$ cat config.mk
export PLATFORM = sky130hd
export DESIGN_NAME = relocation_patch_unit_flat
export DESIGN_NICKNAME = d
export VERILOG_FILES = /design/src/sv/rpu_pkg.sv /design/src/sv/rpu_in_if.sv /design/src/sv/rpu_out_if.sv /design/src/sv/rpu_calc.sv /design/src/sv/relocation_patch_unit.sv /design/src/flat_wrapper.sv
export SDC_FILE = /design/constraint.sdc
export NUM_CORES = 1
export LEC_CHECK = 0
export ABC_AREA = 1
export BUFFER_PORTS_ARGS = -buffer_cell sky130_fd_sc_hd__clkbuf_2
export CAP_MARGIN = 20
export CORE_MARGIN = 2
export CORE_UTILIZATION = 57
export CTS_BUF_LIST = sky130_fd_sc_hd__clkbuf_16
export CTS_CLUSTER_SIZE = 10
export DETAILED_ROUTE_END_ITERATION = 8
export GPL_TIMING_DRIVEN = 0
export PLACE_DENSITY = 0.8
export SYNTH_ARGS = -nofsm -noshare
export SYNTH_HDL_FRONTEND = slang
export SYNTH_SLANG_ARGS = --single-unit
$ cat constraint.sdc
create_clock -name clk -period 9 [get_ports clk]
set_clock_uncertainty 0.15 [all_clocks]
set_input_delay 0.9 -clock clk [delete_from_list [all_inputs] [get_ports clk]]
set_output_delay 0.9 -clock clk [all_outputs]
set_load 0.02 [all_outputs]
$ cat src/sv/rpu_pkg.sv
package rpu_pkg;

	// relocation type codes
	localparam logic [3:0] MODE_NONE     = 4'd0;
	localparam logic [3:0] MODE_ABS64    = 4'd1;
	localparam logic [3:0] MODE_ABS32    = 4'd2;
	localparam logic [3:0] MODE_ABS32U   = 4'd3;
	localparam logic [3:0] MODE_PC32     = 4'd4;
	localparam logic [3:0] MODE_PC32PLT  = 4'd5;
	localparam logic [3:0] MODE_PC64     = 4'd6;
	localparam logic [3:0] MODE_GOTPCREL = 4'd7;
	localparam logic [3:0] MODE_ADDR32NB = 4'd8;
	localparam logic [3:0] MODE_TPOFF32  = 4'd9;
	localparam logic [3:0] MODE_B26      = 4'd10;
	localparam logic [3:0] MODE_ADRPG    = 4'd11;
	localparam logic [3:0] MODE_ADDLO    = 4'd12;
	localparam logic [3:0] MODE_GOTPG    = 4'd13;
	localparam logic [3:0] MODE_GOTLO    = 4'd14;

	// result status codes
	localparam logic [1:0] ST_PATCHED   = 2'd0;
	localparam logic [1:0] ST_NOCHANGE  = 2'd1;
	localparam logic [1:0] ST_UNHANDLED = 2'd2;

	// instruction field masks
	localparam logic [31:0] MASK_B26     = 32'h03ff_ffff;
	localparam logic [31:0] MASK_ADRP    = 32'h9f00_001f;
	localparam logic [31:0] MASK_IMM12   = 32'hffc0_03ff;
	localparam logic [18:0] MASK_IMMHI   = 19'h7_ffff;
	localparam logic [63:0] MASK_PAGEOFF = 64'h0000_0000_0000_0fff;

	localparam logic [63:0] LOAD_BASE_RST = 64'd0;

	typedef struct packed {
		logic [63:0] new_word;
		logic        write_eight;
		logic [1:0]  status;
	} rpu_res_t;

endpackage

$ cat src/sv/rpu_in_if.sv
interface rpu_in_if;
	logic               valid;
	logic               ready;
	logic [3:0]         mode;
	logic [63:0]        old_word;
	logic [63:0]        symbol_address;
	logic signed [63:0] addend;
	logic [63:0]        site_address;

	modport source (
		output valid, mode, old_word, symbol_address, addend, site_address,
		input  ready
	);
	modport sink (
		input  valid, mode, old_word, symbol_address, addend, site_address,
		output ready
	);
endinterface

$ cat src/sv/rpu_out_if.sv
interface rpu_out_if;
	logic        valid;
	logic        ready;
	logic [63:0] new_word;
	logic        write_eight;
	logic [1:0]  status;

	modport source (
		output valid, new_word, write_eight, status,
		input  ready
	);
	modport sink (
		input  valid, new_word, write_eight, status,
		output ready
	);
endinterface

$ cat src/sv/rpu_calc.sv
module rpu_calc (
	input  logic [3:0]         mode,
	input  logic [63:0]        old_word,
	input  logic [63:0]        symbol_address,
	input  logic signed [63:0] addend,
	input  logic [63:0]        site_address,
	input  logic [63:0]        load_base,
	output rpu_pkg::rpu_res_t  res
);
	import rpu_pkg::*;

	logic [63:0] base_op;
	logic [63:0] sub_op;
	logic [63:0] neg_op;
	logic [63:0] s1, c1, s2, c2;
	logic [63:0] sum;
	logic [31:0] lo;

	assign lo = old_word[31:0];

	// operand select: old contents for data types, subtrahend per type
	always_comb begin
		base_op = old_word;
		sub_op  = 64'd0;
		unique case (mode)
			MODE_PC32, MODE_PC32PLT, MODE_GOTPCREL, MODE_PC64: sub_op = site_address;
			MODE_ADDR32NB: sub_op = load_base;
			MODE_B26: begin
				base_op = 64'd0;
				sub_op  = site_address;
			end
			MODE_ADRPG, MODE_GOTPG: begin
				base_op = 64'd0;
				sub_op  = site_address & ~MASK_PAGEOFF;
			end
			MODE_ADDLO, MODE_GOTLO: base_op = 64'd0;
			default: ;
		endcase
	end

	// two carry-save levels, then one carry-propagate add; the +1 of the
	// two's complement negate rides in the free low carry bit
	assign neg_op = ~sub_op;
	assign s1 = base_op ^ symbol_address ^ addend;
	assign c1 = {(base_op[62:0] & symbol_address[62:0]) |
		(base_op[62:0] & addend[62:0]) |
		(symbol_address[62:0] & addend[62:0]), 1'b0};
	assign s2 = s1 ^ c1 ^ neg_op;
	assign c2 = {(s1[62:0] & c1[62:0]) | (s1[62:0] & neg_op[62:0]) |
		(c1[62:0] & neg_op[62:0]), 1'b1};
	assign sum = s2 + c2;

	// insert the sum into the site word per type
	always_comb begin
		res.new_word    = old_word;
		res.write_eight = 1'b0;
		res.status      = ST_PATCHED;
		unique case (mode)
			MODE_NONE: begin
				res.write_eight = 1'b1;
				res.status      = ST_NOCHANGE;
			end
			MODE_ABS64, MODE_PC64: begin
				res.new_word    = sum;
				res.write_eight = 1'b1;
			end
			MODE_ABS32, MODE_ABS32U, MODE_TPOFF32, MODE_PC32, MODE_PC32PLT,
			MODE_GOTPCREL, MODE_ADDR32NB:
				res.new_word = {32'd0, sum[31:0]};
			MODE_B26:
				res.new_word = {32'd0, (lo & ~MASK_B26) | {6'd0, sum[27:2]}};
			MODE_ADRPG, MODE_GOTPG:
				res.new_word = {32'd0, (lo & MASK_ADRP) | {1'b0, sum[13:12], 29'd0} |
					{8'd0, sum[32:14] & MASK_IMMHI, 5'd0}};
			MODE_ADDLO:
				res.new_word = {32'd0, (lo & MASK_IMM12) | {10'd0, sum[11:0], 10'd0}};
			MODE_GOTLO:
				res.new_word = {32'd0, (lo & MASK_IMM12) | {13'd0, sum[11:3], 10'd0}};
			default: begin
				res.write_eight = 1'b1;
				res.status      = ST_UNHANDLED;
			end
		endcase
	end

endmodule

$ cat src/sv/relocation_patch_unit.sv
// An input beat is held in the input register, then in the result register.
// Throughput: one relocation per cycle while the output is not stalled; two carry-save
// levels feeding a single 64-bit adder sit between the two registers.
// Async reset (arst_n low): both stages empty, load base = LOAD_BASE_INIT, default 0.
// Input ready drops only when both stages hold a beat and the output is stalled.
module relocation_patch_unit #(
	parameter logic [63:0] LOAD_BASE_INIT = rpu_pkg::LOAD_BASE_RST
) (
	input  logic          clk,
	input  logic          arst_n,
	rpu_in_if.sink        in_ch,
	rpu_out_if.source     out_ch,
	input  logic          cfg_we,
	input  logic [63:0]   cfg_wdata
);
	import rpu_pkg::*;

	logic               valid_s1;
	logic [3:0]         mode_s1;
	logic [63:0]        old_word_s1;
	logic [63:0]        symbol_address_s1;
	logic signed [63:0] addend_s1;
	logic [63:0]        site_address_s1;
	logic               valid_s2;
	rpu_res_t           res_s2;
	rpu_res_t           res;
	logic [63:0]        load_base_q;
	logic               adv;

	// load base register
	always_ff @(posedge clk or negedge arst_n) begin
		if (!arst_n) begin
			load_base_q <= LOAD_BASE_INIT;
		end else if (cfg_we) begin
			load_base_q <= cfg_wdata;
		end
	end

	// stage handshake
	assign adv         = !valid_s2 || out_ch.ready;
	assign in_ch.ready = !valid_s1 || adv;

	// input stage
	always_ff @(posedge clk or negedge arst_n) begin
		if (!arst_n) begin
			valid_s1 <= 1'b0;
		end else if (in_ch.ready) begin
			valid_s1 <= in_ch.valid;
		end
	end

	always_ff @(posedge clk) begin
		if (in_ch.valid && in_ch.ready) begin
			mode_s1           <= in_ch.mode;
			old_word_s1       <= in_ch.old_word;
			symbol_address_s1 <= in_ch.symbol_address;
			addend_s1         <= in_ch.addend;
			site_address_s1   <= in_ch.site_address;
		end
	end

	rpu_calc u_calc (
		.mode           (mode_s1),
		.old_word       (old_word_s1),
		.symbol_address (symbol_address_s1),
		.addend         (addend_s1),
		.site_address   (site_address_s1),
		.load_base      (load_base_q),
		.res            (res)
	);

	// result stage
	always_ff @(posedge clk or negedge arst_n) begin
		if (!arst_n) begin
			valid_s2 <= 1'b0;
		end else if (adv) begin
			valid_s2 <= valid_s1;
		end
	end

	always_ff @(posedge clk) begin
		if (adv && valid_s1) begin
			res_s2 <= res;
		end
	end

	assign out_ch.valid       = valid_s2;
	assign out_ch.new_word    = res_s2.new_word;
	assign out_ch.write_eight = res_s2.write_eight;
	assign out_ch.status      = res_s2.status;

	// a stalled beat in the input stage is kept
	a_hold_s1: assert property (@(posedge clk) disable iff (!arst_n)
		(valid_s1 && valid_s2 && !out_ch.ready) |=> valid_s1)
		else $error("input stage beat lost under stall");

	// a beat leaving the input stage lands in the result stage
	a_move: assert property (@(posedge clk) disable iff (!arst_n)
		(valid_s1 && adv) |=> valid_s2)
		else $error("beat dropped between stages");

	// backpressure only when both stages are full and the output stalls
	a_ready: assert property (@(posedge clk) disable iff (!arst_n)
		!in_ch.ready |-> (valid_s1 && valid_s2 && !out_ch.ready))
		else $error("input stalled without cause");

	// non-patch results always report an eight-byte word
	a_nochg: assert property (@(posedge clk) disable iff (!arst_n)
		(out_ch.valid && (out_ch.status == ST_NOCHANGE || out_ch.status == ST_UNHANDLED))
		|-> out_ch.write_eight)
		else $error("no-change result with four-byte size");

endmodule
$ cat src/flat_wrapper.sv
// flat-port wrapper written by rule: the top's interface ports become plain ports
module relocation_patch_unit_flat import rpu_pkg::*;
#(
	parameter logic [63:0] LOAD_BASE_INIT = rpu_pkg::LOAD_BASE_RST
)
  (clk, arst_n, cfg_we, cfg_wdata, in_ch_valid, in_ch_mode, in_ch_old_word, in_ch_symbol_address, in_ch_addend, in_ch_site_address, in_ch_ready, out_ch_valid, out_ch_new_word, out_ch_write_eight, out_ch_status, out_ch_ready);
  rpu_in_if in_ch_i ();
  rpu_out_if out_ch_i ();
  input  logic clk;
  input  logic arst_n;
  input  logic cfg_we;
  input  logic [63:0] cfg_wdata;
  input wire logic [$bits(in_ch_i.valid)-1:0] in_ch_valid;
  input wire logic [$bits(in_ch_i.mode)-1:0] in_ch_mode;
  input wire logic [$bits(in_ch_i.old_word)-1:0] in_ch_old_word;
  input wire logic [$bits(in_ch_i.symbol_address)-1:0] in_ch_symbol_address;
  input wire logic [$bits(in_ch_i.addend)-1:0] in_ch_addend;
  input wire logic [$bits(in_ch_i.site_address)-1:0] in_ch_site_address;
  output wire logic [$bits(in_ch_i.ready)-1:0] in_ch_ready;
  output wire logic [$bits(out_ch_i.valid)-1:0] out_ch_valid;
  output wire logic [$bits(out_ch_i.new_word)-1:0] out_ch_new_word;
  output wire logic [$bits(out_ch_i.write_eight)-1:0] out_ch_write_eight;
  output wire logic [$bits(out_ch_i.status)-1:0] out_ch_status;
  input wire logic [$bits(out_ch_i.ready)-1:0] out_ch_ready;
  assign in_ch_i.valid = in_ch_valid;
  assign in_ch_i.mode = in_ch_mode;
  assign in_ch_i.old_word = in_ch_old_word;
  assign in_ch_i.symbol_address = in_ch_symbol_address;
  assign in_ch_i.addend = in_ch_addend;
  assign in_ch_i.site_address = in_ch_site_address;
  assign in_ch_ready = in_ch_i.ready;
  assign out_ch_valid = out_ch_i.valid;
  assign out_ch_new_word = out_ch_i.new_word;
  assign out_ch_write_eight = out_ch_i.write_eight;
  assign out_ch_status = out_ch_i.status;
  assign out_ch_i.ready = out_ch_ready;
  relocation_patch_unit #(.LOAD_BASE_INIT(LOAD_BASE_INIT)) u_core (.clk(clk), .arst_n(arst_n), .in_ch(in_ch_i), .out_ch(out_ch_i), .cfg_we(cfg_we), .cfg_wdata(cfg_wdata));
endmodule
==> impl_metrics.json, run 1 <==
{
  "use_met1": 0.540,
  "fin_crit_sh": 0.699,
  "critPathRequiredTime_ps": 9190,
  "antenna_found_initial": 1,
  "slew_headroom": 0.259,
  "cts_setup_buffers": 0,
  "synth.distinct_cells": 35,
  "ir_worst_vdd_uv": 267,
  "pwr_density_cell_nw_per_um2": 296,
  "grtUsageMet2": 0.617,
  "h-tree-depth": 2,
  "drive_above_1_share": 0.184,
  "coreArea_sq_um": 40600,
  "worst_skew_pair.late_latency_ps": 590,
  "gp_congestion": 0.981,
  "cts_buffers": 45,
  "endpoint_kind": "flop",
  "areaGrowthSynthToFinish_pct": 17.5,
  "grt_use_total": 0.385,
  "yosysSeqAreaShare": 0.492,
  "cts.sinks": 393,
  "ys_ff_latch": 393,
  "grt.busiest_layer": "met2",
  "die_y_microns": 206,
  "setup_violations": 0,
  "crit_family": "simple AND/OR/NAND/NOR gates",
  "worst_slew_pin_slew_ps": 1110,
  "io_pins": 398,
  "fin_ws_ps": 2710,
  "clockBufferDepth": 3,
  "cts-root-buf": "clkbuf_16",
  "n_fill_cell": 3043,
  "layout.nets": 3456,
  "final_area_sq_um": 27400,
  "critPathMaxFanout": 10,
  "ys.flop_type": "edfxtp_1",
  "yosys.area.top_type": "edfxtp_1",
  "hold_class": "in -> async",
  "cp_common_cell": "nand2_1",
  "cp-start-kind": "flop",
  "synth_edf_count": 327,
  "report.final.slew_viol_count": 0,
  "io_buffers": 396,
  "synth_top_cell_area_share": 0.421,
  "cts_hold_buf": 0,
  "met3_usage": 0.0617,
  "maxCapViolations": 0,
  "hold_violations": 0,
  "synth_area_sq_um": 23300,
  "rows": 74,
  "pre_cts_ws_ps": 2980,
  "clk_pin_slew_ps": 60,
  "fin_crit_ps": 6290,
  "n_antenna_cell": 0,
  "cp_num_buf_inv": 7,
  "post-route-util": 0.674,
  "drtAntennaViolNets": 0,
  "final.setup.tns_ps": 0,
  "grt_max_degree": 139,
  "drt-wirelength-per-cell_microns": 23.4,
  "async_flop_share": 0.168,
  "yosys_warnings": 0,
  "vias_per_cell": 5.66,
  "cts_tree": "done",
  "start_util": 0.574,
  "syn_area_per_cell_sq_um": 9.37,
  "drt_pass1_iterations": 6,
  "cp.arrival_ps": 6470,
  "post_dp_cell_area_sq_um": 26100,
  "setup.worst_path.class": "reg -> reg",
  "die_w_microns": 206,
  "clock.fmax_mhz": 159,
  "rsz0062_at_grt": "no",
  "cp_slowest_stage_delay_ps": 560,
  "grt-ovfl-total": 0,
  "wl_microns": 81900,
  "drt_iter0_markers": 2369,
  "drc": 0,
  "route.vias.total": 19800,
  "die_area_sq_um": 42600,
  "first_global_vias": 19800,
  "synth_nets": 3008,
  "post_cts_resize_count": 0,
  "synth_area_leaders": "edfxtp_1 (42%), nand2_1 (12%), fa_1 (11%)",
  "grt_pass1_wl_microns": 119000,
  "cp_slowest_cell": "fa_1",
  "status": "finished clean",
  "netlist_instances": 2490,
  "p_leak_nw": 13.2,
  "dp_hpwl_microns": 65000
}
area by class of cell:
type                       instances  area, sq um  share of cell area
buffer                            42          203             0.00739
clock buffer                      46         1150              0.0420
clock inverter                    36          165             0.00602
inverter                         442         1670              0.0608
multi-input combinational       1613        10000               0.365
sequential                       393        11500               0.418
tap                              532          666              0.0243
timing repair buffer             401         2090              0.0761
where the power goes:
part,switching (mW),internal (mW)
Combinational,2.90,1.22
Clock,0.731,0.921
Sequential,0.0918,2.23
routing by layer:
layer | share of wire | vias to the layer above
li1 | - | 8926
met1 | 0.42 | 9576
met2 | 0.46 | 1169
met3 | 0.092 | 156
met4 | 0.034 | 0
met5 | 0 | -
cells by family (layout without fill, tap and decap cells):
| logic type | Yosys count | after routing | synth area share |
|---|---|---|---|
| simple gates | 1162 | 1162 | 0.206 |
| buf+inv | 484 | 967 | 0.0798 |
| flops | 393 | 393 | 0.492 |
| compound gates | 198 | 198 | 0.0506 |
| fa+ha+maj | 189 | 189 | 0.142 |
| mux | 53 | 53 | 0.0256 |
| xor+xnor | 11 | 11 | 0.00413 |
registers in the layout (all words and copies together), names as in the netlist:
signal,cells
u_core.out_ch.write_eight,1
u_core.addend_s1,64
u_core.out_ch.status,2
u_core.load_base_q,64
u_core.out_ch.new_word,64
u_core.valid_s1,1
u_core.mode_s1,4
u_core.site_address_s1,64
u_core.out_ch.valid,1
u_core.symbol_address_s1,64
u_core.old_word_s1,64
Yosys cell counts, types with 4 or more instances:
cell type / count
a21oi_1: 65
a22oi_1: 52
and2_1: 8
buf_1: 5
buf_2: 6
buf_4: 4
clkbuf_1: 24
dfrtp_1: 66
edfxtp_1: 327
fa_1: 126
ha_1: 63
inv_1: 435
inv_2: 6
mux2_2: 53
nand2_1: 748
nand3_1: 140
nand3b_1: 24
nand4_1: 28
nor2_1: 176
nor2_2: 17
nor3_1: 15
o211ai_1: 6
o21ai_0: 54
o21ai_1: 4
o21bai_1: 6
o221ai_1: 4
o22ai_1: 6
xor2_1: 8
per-stage QoR:
step | instances | hold slack, ps | power [mW]
finish | 3505 | 164 | 8.10
floorplan | 2490 | 297 | 4.93
global placement | 3418 | 307 | 6.28
CTS | 3505 | 170 | 7.98
detailed placement | 3423 | 347 | 6.32
global route | 3505 | 207 | 8.54
placed cells by master, fill, tap and decap left out, types with 2 or more instances in the layout:
master	instances
nand2_1	748
inv_1	467
clkbuf_2	395
edfxtp_1	327
nor2_1	176
nand3_1	140
fa_1	126
dfrtp_1	66
a21oi_1	64
ha_1	63
o21ai_0	54
mux2_2	53
a22oi_1	52
clkbuf_16	46
nand4_1	28
clkbuf_1	24
nand3b_1	24
nor2_2	17
nor3_1	15
xor2_1	8
and2_1	8
inv_2	6
o22ai_1	6
buf_2	6
o21bai_1	6
o211ai_1	6
buf_1	5
buf_4	4
o21ai_1	4
o221ai_1	4
nor2_4	3
buf_6	3
xnor2_1	3
buf_12	3
and3_1	2
path summary, 6_finish.rpt:
check	cells after the start	endpoint	slack [ps]	start
max	26	u_core.out_ch.new_word[63]$_DFFE_PP_	2710	u_core.mode_s1[0]$_DFFE_PP_
min	1	u_core.valid_s1$_DFFE_PN0N_	160	arst_n
max reg2reg	26	u_core.out_ch.new_word[63]$_DFFE_PP_	2710	u_core.mode_s1[0]$_DFFE_PP_
min reg2reg	1	u_core.load_base_q[5]$_DFFE_PN0P_	360	u_core.load_base_q[5]$_DFFE_PN0P_
max in group asynchronous	2	u_core.load_base_q[53]$_DFFE_PN0P_	7880	arst_n
min in group clk	1	u_core.old_word_s1[60]$_DFFE_PP_	330	in_ch_old_word[60]
Power figures use the tool's default switching activity.
==> run 2, diff against run 1 <==
Clock period 9 ns to 5.9 ns, I/O delays scaled along.
==> impl_metrics.json, run 2 (same netlist as run 1, synthesis figures left out) <==
{
  "post_dp_cell_area_sq_um": 26200,
  "rows": 74,
  "seq_power_share": 0.285,
  "report.final.slew_viol_count": 0,
  "holdWs_ps": 9.97,
  "cts_setup_buffers": 0,
  "pwr_density_cell_nw_per_um2": 450,
  "grt_max_degree": 47,
  "die_y_microns": 206,
  "cts-root-buf": "clkbuf_16",
  "drc": 0,
  "hold_violations": 0,
  "drt_pass1_iterations": 6,
  "layout.nets": 3476,
  "cp-start-kind": "flop",
  "cts_buffers": 46,
  "gp_congestion": 0.985,
  "grt-ovfl-total": 0,
  "drt_iter0_markers": 2181,
  "critPathRequiredTime_ps": 6080,
  "maxCapViolations": 0,
  "setup_violations": 0,
  "drt-wirelength-per-cell_microns": 23.5,
  "slew_headroom": 0.285,
  "worst_slew_pin_slew_ps": 1070,
  "h-tree-depth": 2,
  "worstRegToRegCells": 24,
  "p_leak_nw": 13.3,
  "p_sw_frac": 0.456,
  "status": "finished clean",
  "wl_microns": 82900,
  "dp_hpwl_microns": 64600,
  "die_w_microns": 206,
  "rsz0062_at_grt": "no",
  "fin_crit_sh": 0.983,
  "layout_common_cells": "nand2_1 (746), inv_1 (464), clkbuf_2 (397), edfxtp_1 (327), nor2_1 (176)",
  "coreArea_sq_um": 40600,
  "drive_above_1_share": 0.186,
  "dp_cells": 3427,
  "setup.worst_path.class": "reg -> reg",
  "areaGrowthSynthToFinish_pct": 18.7,
  "pre_cts_ws_ps": -98.5,
  "io_pins": 398,
  "io_buffers": 396,
  "clk_pin_slew_ps": 60,
  "vias_per_cell": 5.71,
  "route.vias.total": 20100,
  "cts.sinks": 393,
  "cp.arrival_ps": 5980,
  "grt_pass1_wl_microns": 120000,
  "fin_crit_ps": 5800,
  "n_antenna_cell": 0,
  "hold_class": "in -> reg",
  "intPower_mw": 6.77,
  "hp-start": "in_ch_old_word[15]",
  "p_total_mw": 12.5,
  "min_path_cells": 1,
  "first_global_vias": 20100,
  "endpoint_kind": "flop",
  "clkPwrFrac": 0.210,
  "stdcell_count": 3524,
  "startpoint": "u_core.mode_s1[3]$_DFFE_PP_",
  "final_area_sq_um": 27700,
  "cts_tree": "done",
  "antenna_found_initial": 2,
  "clock.fmax_mhz": 172,
  "critPathMaxFanout": 10,
  "switchingPower_mw": 5.68,
  "fin_ws_ps": 98.1,
  "layout_commonest_cell": "nand2_1",
  "drtAntennaViolNets": 0,
  "clockBufferDepth": 3,
  "ir_worst_vdd_uv": 304,
  "start_util": 0.574,
  "pwr-share-comb": 0.505,
  "grt_use_total": 0.391,
  "r2r_setup_slack_ps": 100,
  "die_area_sq_um": 42600,
  "worst_skew_pair.late_latency_ps": 610,
  "r2r_start": "u_core.mode_s1[3]$_DFFE_PP_"
}
==> run 2: power groups by stage <==
stage	Clock (mW)	Sequential [mW]	Combinational (mW)
floorplan	0	3.71	3.80
global placement	0	3.61	5.93
detailed placement	0	3.59	6.03
CTS	2.60	3.54	6.11
global route	2.72	3.56	6.89
finish	2.62	3.54	6.30
==> run 2: critical path, cell delays in order, from the launching register on <==
cell and delay, ps:
edfxtp_1 450, nand2_1 120, inv_1 100, nand2_2 220, nand2_2 210, nor2_4 260
inv_2 90, buf_6 180, buf_4 250, nor2_1 150, fa_1 450, fa_1 510
fa_1 510, nand3_1 120, nand3_1 190, nand2_1 110, nand2_1 230, nand2_1 160
nand2_1 150, nand2_1 100, nand2_1 210, nand2_1 300, nand3b_1 110, nand3_1 110
nand2_1 60
==> run 2: layout make-up <==
class | instances | area, sq um
sequential | 393 | 11500
clock inverter | 35 | 186
fill | 3000 | 12900
multi-input combinational | 1613 | 10000
buffer | 41 | 200
tap | 532 | 666
inverter | 442 | 1660
clock buffer | 47 | 1180
timing repair buffer | 421 | 2320
==> run 2: path summary, 6_finish.rpt <==
path / endpoint
hold / removal: u_core.old_word_s1[15]$_DFFE_PP_
setup reg to reg: u_core.out_ch.new_word[46]$_DFFE_PP_
setup / recovery: u_core.out_ch.new_word[46]$_DFFE_PP_
hold reg to reg: u_core.load_base_q[52]$_DFFE_PN0P_
max in group asynchronous: u_core.load_base_q[54]$_DFFE_PN0P_
min in group asynchronous: u_core.load_base_q[25]$_DFFE_PN0P_
==> run 2: through the flow <==
stage	setup TNS, ps	util
2_1_floorplan	0	-
3_3_place_gp	-294040	0.639
3_5_place_dp	-161	0.644
4_1_cts	0	0.681
5_1_grt	0	0.681
6_report	0	0.681
==> run 2: layer usage <==
metal / vias to the layer above / global-route usage / part of all wire
met5: - / 0 / 0
met4: 0 / 0.144 / 0.040
met3: 208 / 0.0793 / 0.10
met2: 1251 / 0.622 / 0.45
met1: 9694 / 0.534 / 0.41
li1: 8964 / - / -
==> run 2: what timing repair did <==
item | CTS | global route
gates resized for setup | 0 | 10
hold buffers | 16 | 0
hold endpoints to repair | 47 | 0
setup endpoints to repair | 8 | 19
